==> src/rtl/core/cbrf_pkg.sv <==
package cbrf_pkg;

	localparam int unsigned BYTE_BITS     = 8;
	localparam int unsigned PORT_ADDR_BITS = 48;
	localparam int unsigned LEN_BITS      = 32;
	localparam int unsigned GAP_BITS      = 8;

	localparam logic [GAP_BITS-1:0] MAX_GAP_RESET = 8'd32;
	localparam logic [LEN_BITS-1:0] LEN_SAT       = '1;

	typedef struct packed {
		logic [BYTE_BITS-1:0]      old_byte;
		logic [BYTE_BITS-1:0]      new_byte;
		logic [PORT_ADDR_BITS-1:0] byte_address;
		logic                      range_end;
	} byte_pair_t;

	typedef struct packed {
		logic [PORT_ADDR_BITS-1:0] run_start;
		logic [LEN_BITS-1:0]       run_length;
	} run_t;

endpackage

==> src/rtl/core/cbrf_tracker.sv <==
module cbrf_tracker #(
	parameter int unsigned ADDR_BITS = 48
) (
	input  logic                             clk,
	input  logic                             arst_n,
	input  logic [cbrf_pkg::GAP_BITS-1:0]    max_gap,
	input  logic                             step,
	input  cbrf_pkg::byte_pair_t             pair,
	output logic                             emit,
	output cbrf_pkg::run_t                   run
);

	localparam int unsigned EXT_BITS = 65;

	logic                 run_open_q;
	logic [ADDR_BITS-1:0] open_start_q;
	logic [ADDR_BITS-1:0] last_change_q;

	logic                 differs;
	logic [ADDR_BITS-1:0] addr;
	logic [ADDR_BITS-1:0] gap;
	logic                 gap_close;
	logic                 open_n;
	logic [ADDR_BITS-1:0] start_n;
	logic [ADDR_BITS-1:0] last_n;
	logic [ADDR_BITS-1:0] diff;
	logic [EXT_BITS-1:0]  diff_ext;

	assign differs   = pair.old_byte != pair.new_byte;
	assign addr      = ADDR_BITS'(pair.byte_address);
	assign gap       = addr - last_change_q;
	assign gap_close = !differs && run_open_q && (gap > ADDR_BITS'(max_gap));

	always_comb begin
		open_n  = run_open_q;
		start_n = open_start_q;
		last_n  = last_change_q;
		if (differs) begin
			open_n = 1'b1;
			last_n = addr;
			if (!run_open_q) begin
				start_n = addr;
			end
		end
	end

	assign emit     = gap_close || (pair.range_end && open_n);
	assign diff     = last_n - start_n;
	assign diff_ext = EXT_BITS'(diff);

	always_comb begin
		run.run_start = cbrf_pkg::PORT_ADDR_BITS'(start_n);
		if (diff_ext >= EXT_BITS'(cbrf_pkg::LEN_SAT)) begin
			run.run_length = cbrf_pkg::LEN_SAT;
		end else begin
			run.run_length = diff_ext[cbrf_pkg::LEN_BITS-1:0] + 1'b1;
		end
	end

	always_ff @(posedge clk or negedge arst_n) begin
		if (!arst_n) begin
			run_open_q    <= 1'b0;
			open_start_q  <= '0;
			last_change_q <= '0;
		end else if (step) begin
			run_open_q    <= open_n && !emit;
			open_start_q  <= start_n;
			last_change_q <= last_n;
		end
	end

	// every step that emits leaves no run open
	assert property (@(posedge clk) disable iff (!arst_n)
		step && emit |=> !run_open_q)
		else $error("run still open after emit");

	// a changed byte that does not end the range always leaves a run open
	assert property (@(posedge clk) disable iff (!arst_n)
		step && differs && !pair.range_end |=> run_open_q)
		else $error("changed byte left no open run");

	// a changed byte never closes a run by gap
	assert property (@(posedge clk) disable iff (!arst_n)
		step && emit && !pair.range_end |-> !differs && run_open_q)
		else $error("emit without gap close");

	// an emitted run has a length of at least one
	assert property (@(posedge clk) disable iff (!arst_n)
		step && emit |-> run.run_length != '0)
		else $error("zero run length");

endmodule

==> src/rtl/core/cbrf_out_stage.sv <==
module cbrf_out_stage (
	input  logic           clk,
	input  logic           arst_n,
	input  logic           load,
	input  cbrf_pkg::run_t run_d,
	output logic           free,
	output logic           out_valid,
	input  logic           out_ready,
	output cbrf_pkg::run_t run_q
);

	logic valid_q;

	assign free      = !valid_q || out_ready;
	assign out_valid = valid_q;

	always_ff @(posedge clk or negedge arst_n) begin
		if (!arst_n) begin
			valid_q <= 1'b0;
		end else if (load) begin
			valid_q <= 1'b1;
		end else if (out_ready) begin
			valid_q <= 1'b0;
		end
	end

	always_ff @(posedge clk) begin
		if (load) begin
			run_q <= run_d;
		end
	end

endmodule

==> src/rtl/core/changed_byte_run_finder.sv <==
// changed_byte_run_finder
// finds runs of changed bytes in a stream of old/new byte pairs
// input channel: in_valid/in_ready, one byte pair per beat with its address
//   and a flag marking the last byte of the range
// output channel: out_valid/out_ready, one beat per closed run carrying
//   run_start and run_length (saturating at all ones)
// config channel: cfg_valid/cfg_ready writes max_gap (reset value 32);
//   cfg_ready is always high, write only while the block is idle
// path: a run closed by an input beat goes through the input register, then
//   the result register, and may wait in the input register behind a held result
// throughput: one input beat per cycle unless a closing beat waits behind a
//   held result; the run update between the two registers is combinational
// stall: a held result keeps its beat; the input register still takes and
//   retires beats that close nothing, and in_ready drops only when a beat
//   that closes a run waits behind a held result
// reset: no run open, both registers empty, max_gap back to 32
module changed_byte_run_finder #(
	parameter int unsigned ADDR_BITS = 48
) (
	input  logic                                  clk,
	input  logic                                  arst_n,
	input  logic                                  in_valid,
	output logic                                  in_ready,
	input  logic [cbrf_pkg::BYTE_BITS-1:0]        old_byte,
	input  logic [cbrf_pkg::BYTE_BITS-1:0]        new_byte,
	input  logic [cbrf_pkg::PORT_ADDR_BITS-1:0]   byte_address,
	input  logic                                  range_end,
	output logic                                  out_valid,
	input  logic                                  out_ready,
	output logic [cbrf_pkg::PORT_ADDR_BITS-1:0]   run_start,
	output logic [cbrf_pkg::LEN_BITS-1:0]         run_length,
	input  logic                                  cfg_valid,
	output logic                                  cfg_ready,
	input  logic [cbrf_pkg::GAP_BITS-1:0]         cfg_data
);

	logic [cbrf_pkg::GAP_BITS-1:0] max_gap_q;
	logic                          valid_s1;
	cbrf_pkg::byte_pair_t          pair_s1;

	logic           emit;
	logic           free;
	logic           step;
	cbrf_pkg::run_t run_d;
	cbrf_pkg::run_t run_q;

	assign cfg_ready = 1'b1;
	assign step      = valid_s1 && (!emit || free);
	assign in_ready  = !valid_s1 || step;

	always_ff @(posedge clk or negedge arst_n) begin
		if (!arst_n) begin
			max_gap_q <= cbrf_pkg::MAX_GAP_RESET;
		end else if (cfg_valid && cfg_ready) begin
			max_gap_q <= cfg_data;
		end
	end

	always_ff @(posedge clk or negedge arst_n) begin
		if (!arst_n) begin
			valid_s1 <= 1'b0;
		end else if (in_ready) begin
			valid_s1 <= in_valid;
		end
	end

	always_ff @(posedge clk) begin
		if (in_valid && in_ready) begin
			pair_s1.old_byte     <= old_byte;
			pair_s1.new_byte     <= new_byte;
			pair_s1.byte_address <= byte_address;
			pair_s1.range_end    <= range_end;
		end
	end

	cbrf_tracker #(
		.ADDR_BITS(ADDR_BITS)
	) u_tracker (
		.clk    (clk),
		.arst_n (arst_n),
		.max_gap(max_gap_q),
		.step   (step),
		.pair   (pair_s1),
		.emit   (emit),
		.run    (run_d)
	);

	cbrf_out_stage u_out (
		.clk      (clk),
		.arst_n   (arst_n),
		.load     (step && emit),
		.run_d    (run_d),
		.free     (free),
		.out_valid(out_valid),
		.out_ready(out_ready),
		.run_q    (run_q)
	);

	assign run_start  = run_q.run_start;
	assign run_length = run_q.run_length;

endmodule
==> config.mk <==
export PLATFORM = sky130hd
export DESIGN_NAME = changed_byte_run_finder
export DESIGN_NICKNAME = d
export VERILOG_FILES = /design/src/rtl/core/cbrf_pkg.sv /design/src/rtl/core/cbrf_tracker.sv /design/src/rtl/core/cbrf_out_stage.sv /design/src/rtl/core/changed_byte_run_finder.sv
export SDC_FILE = /design/constraint.sdc
export NUM_CORES = 1
export LEC_CHECK = 0
export BUFFER_PORTS_ARGS = -buffer_cell sky130_fd_sc_hd__buf_2
export CAP_MARGIN = 20
export CORE_ASPECT_RATIO = 0.6
export CORE_MARGIN = 8
export CORE_UTILIZATION = 35
export DETAILED_ROUTE_END_ITERATION = 8
export MAX_ROUTING_LAYER = met4
export PLACE_DENSITY_LB_ADDON = 0.15
export SYNTH_ARGS = -nofsm -noshare
export SYNTH_HDL_FRONTEND = slang
export SYNTH_SLANG_ARGS = --single-unit
==> constraint.sdc <==
create_clock -name clk -period 9.1 [get_ports clk]
set_input_delay 1.365 -clock clk [delete_from_list [all_inputs] [get_ports clk]]
set_output_delay 1.365 -clock clk [all_outputs]
set_load 0.02 [all_outputs]
==> results.py <==
metrics = {
    "die": {
        "die_area_sq_um": 58780,
        "rows": 64,
        "fp.dieH_um": 191.0,
        "io_pins": 161,
        "die_x_um": 307.7,
        "start_util_pct": 35.25,
        "core_area_sq_um": 50690,
    },
    "cells_and_area": {
        "layout.cells.non_filler": 2610,
        "postLayoutCellArea_sq_um": 20220,
        "layout-drive-gt1-share_pct": 23.17,
        "seqCellArea_sq_um": 7033,
        "fillCellCount": 5049,
        "area_delta_synth_final_pct": 13.17,
        "multi_input_comb_area_sq_um": 10000,
        "num-nets-final": 2078,
        "final_util_pct": 39.89,
    },
    "place": {
        "place_congestion": 0.9365,
        "dp_hpwl_um": 42960,
        "preCtsSetupSlack_ns": 2.404,
        "dpl.cell_count": 2558,
        "port_buffers": 159,
        "placed_cell_area_sq_um": 19290,
    },
    "synthesis": {
        "synth-seq-cells": 252,
        "yosysTopAreaCell": "edfxtp_1",
        "synthArstFlopShare_pct": 42.46,
        "synthTopCellsByArea": "edfxtp_1 (24%), dfrtp_1 (15%), mux2_2 (9.1%)",
        "synthMuxAreaShare_pct": 13.93,
        "synth-edff-count": 145,
        "synth_commonest_cells": "edfxtp_1 (145), mux2_2 (145), inv_1 (133)",
        "netlist.area_leader.share_pct": 24.37,
        "synth_fa_ha_area_share_pct": 7.436,
        "synth_compound_area_share_pct": 16.23,
        "syn_area_per_cell_sq_um": 10.07,
        "ys_warn_count": 0,
        "synth_area_sq_um": 17870,
        "synthCells": 1774,
        "ys.flop_type": "edfxtp_1",
        "synth_top_family_by_area": "compound AO/OA/AOI/OAI gates",
        "synthXorXnorAreaFrac_pct": 3.921,
        "yosysUniqueCellTypes": 90,
        "yosys.area_share.simple_pct": 14.09,
        "syn-num-nets": 1957,
        "yosysSeqAreaShare_pct": 39.36,
    },
    "grt": {
        "grt_pass1_vias": 14130,
        "grt_pass1_wl_um": 84560,
        "grt_antenna_before_repair": 0,
        "grt-ovfl-total": 0,
        "grt_max_degree": 69,
        "grt_util_all_layers_pct": 18.69,
    },
    "setup_path": {
        "ff2ff_setup_slack_ns": 2.36,
        "critical_path_class": "reg2reg",
        "worstReg2RegStart": "pair_s1[51]$_DFFE_PP_",
        "r2r_end": "u_out.run_q[4]$_SDFFCE_PP1P_",
        "worst_ep_required_time_ns": 9.38,
        "cp.arrival_ns": 7.02,
        "cp_max_fo": 51,
        "start_kind": "register",
        "reg2reg_depth": 22,
        "critPathCaptureType": "register",
    },
    "status": {
        "status": "complete, no violations",
    },
    "worst_hold_path": {
        "hold-path-endpoint": "u_tracker.open_start_q[8]$_DFFE_PN0P_",
        "worstHoldStart": "u_tracker.open_start_q[8]$_DFFE_PN0P_",
        "holdPathStages": 1,
        "min_path_type": "reg2reg",
    },
    "pwr": {
        "leakage_nw": 8.204,
        "ir_drop_mv": 0.1538,
        "p_per_area_nw_per_um2": 233.1,
    },
    "timing": {
        "fmax_mhz": 148.3,
        "fin_skew_ns": 0.02869,
        "fin_tns_setup_ns": 0,
        "hold_violations": 0,
        "rsz0062_at_grt": "no",
        "period_needed_ns": 6.744,
        "slew_headroom_pct": 20.48,
        "maxSlewViolCount": 0,
        "tightest_slew_ns": 1.163,
        "setup_viol": 0,
        "worst_slack_ns": 2.356,
        "period_share_pct": 74.11,
    },
    "clock_network": {
        "cts_tree": "yes",
        "cts.sinks": 252,
        "clk_path_buf_depth": 3,
        "clk_latency_ns": 0.58,
        "postCtsHoldBufs": 0,
        "ctsRootBufferMaster": "clkbuf_16",
        "numCtsBuffers": 27,
        "clkTransAtPathRegs_ns": 0.06,
        "h-tree-depth": 1,
        "post_cts_buffers": 0,
        "cts_resized": 0,
    },
    "job": {
        "drv_cap": 0,
    },
    "drt": {
        "ant_nets": 0,
        "via_per_inst": 5.494,
        "drc": 0,
        "avgRoutedWirePerCell_um": 21.03,
        "drtIter0Drc": 1144,
        "drt-pass1-iter-count": 5,
        "finalWirelength_um": 54900,
        "vias": 14340,
    },
}
[registers in the layout, summed over array words and instances, names as in the netlist]
signal,flops
pair_s1,65
u_tracker.open_start_q,48
valid_s1,1
u_out.out_valid,1
u_tracker.run_open_q,1
u_out.run_q,80
u_tracker.last_change_q,48
max_gap_q,8
[worst max-delay path, stage by stage, from the launching register on]
cell and delay (ns):
edfxtp_1 0.38, xnor2_1 0.19, nand4_1 0.28, nor2_4 0.17, buf_4 0.57, nor2_4 0.04
buf_4 0.27, mux2_2 0.31, ha_1 0.15, inv_1 0.05, fa_1 0.40, a21o_1 0.21
a21oi_2 0.32, o21ai_2 0.20, a31oi_4 0.33, a311oi_1 0.24, o2111a_1 0.35, or4_1 0.49
a2111oi_1 0.43, nand3_1 0.20, a311oi_4 0.22, buf_4 0.37, o2111ai_1 0.18
[through the flow]
step | hold slack [ns] | total power [mW]
2_1_floorplan | 0.4754 | 3.012
3_3_place_gp | 0.4831 | 3.554
3_5_place_dp | 0.4902 | 3.563
4_1_cts | 0.5055 | 4.745
5_1_grt | 0.5105 | 5.035
6_report | 0.4994 | 4.714
[area by class of cell]
type | instances | share of cell area [%]
antenna | 1 | 0.01237
clock buffer | 35 | 3.737
clock inverter | 15 | 0.7734
inverter | 133 | 2.469
multi-input combinational | 1309 | 49.45
sequential | 252 | 34.78
tap | 693 | 4.288
timing repair buffer | 172 | 4.492
[routing by layer]
layer,up-vias,track usage (%),share of wire [%]
met1,7028,26.95,49
met4,0,3.517,2.0
met2,395,27.53,43
li1,6861,-,-
met5,-,-,0
met3,56,3.174,6.1
[cell usage in the layout (no fill, tap or decap), types with 6 or more instances in the layout]
cell | Yosys | routed
buf_4 | 1 | 13
a31oi_1 | 18 | 18
o21a_1 | 19 | 19
a21boi_0 | 7 | 6
a21oi_1 | 115 | 115
nor3b_1 | 6 | 6
mux2_4 | 49 | 49
and2_1 | 10 | 10
dfrtp_1 | 106 | 106
mux2i_1 | 12 | 12
buf_2 | 19 | 158
a21o_1 | 37 | 37
nand4_1 | 74 | 74
and3_1 | 18 | 18
o21bai_1 | 19 | 19
o21ai_0 | 77 | 77
edfxtp_1 | 145 | 145
xor2_1 | 30 | 29
mux2_2 | 145 | 145
or4_1 | 7 | 7
o31ai_1 | 10 | 9
a211oi_1 | 10 | 10
o211ai_1 | 19 | 19
inv_1 | 133 | 133
a211o_1 | 7 | 7
nand2b_1 | 12 | 12
nor2b_1 | 11 | 11
nand3_1 | 31 | 31
a2111oi_0 | 6 | 6
nor4_1 | 12 | 12
nor2_1 | 100 | 98
o2111ai_1 | 8 | 8
nor3_1 | 34 | 33
nand2_1 | 130 | 130
clkbuf_16 | 0 | 27
or3_1 | 14 | 14
ha_1 | 103 | 103
xnor2_1 | 50 | 50
and4_1 | 9 | 9
[where the power goes]
group	internal (mW)	leakage, nW	switching, mW
Sequential	1.39	2.54	0.0902
Combinational	0.815	5.21	1.28
Clock	0.669	0.453	0.479
[how the worst max path moves through the flow]
| stage | startpoint | end | slack (ns) | depth (start not counted) |
|---|---|---|---|---|
| 6_report | pair_s1[51]$_DFFE_PP_ | u_out.run_q[4]$_SDFFCE_PP1P_ | 2.36 | 22 |
| 5_1_grt | pair_s1[51]$_DFFE_PP_ | u_out.run_q[4]$_SDFFCE_PP1P_ | 1.85 | 22 |
| 4_1_cts | pair_s1[51]$_DFFE_PP_ | u_out.run_q[4]$_SDFFCE_PP1P_ | 2.39 | 22 |
| 3_5_place_dp | pair_s1[51]$_DFFE_PP_ | u_out.run_q[4]$_SDFFCE_PP1P_ | 2.40 | 22 |
| 3_3_place_gp | pair_s1[51]$_DFFE_PP_ | u_out.run_q[8]$_SDFFCE_PP1P_ | 2.59 | 22 |
| 2_1_floorplan | pair_s1[1]$_DFFE_PP_ | u_out.run_q[0]$_SDFFCE_PP1P_ | 0.17 | 15 |
[cells by family (layout without fill, tap and decap cells)]
logic type	Yosys count	after routing
AOI/OAI and AO/OA	426	426
xor gates and xnor gates	80	80
adders and majority gates	105	105
buffers and inverters	213	355
DFF	252	252
muxes	206	206
other	1	2
and+or+nand+nor	491	491
(Power assumes the default switching activity.)
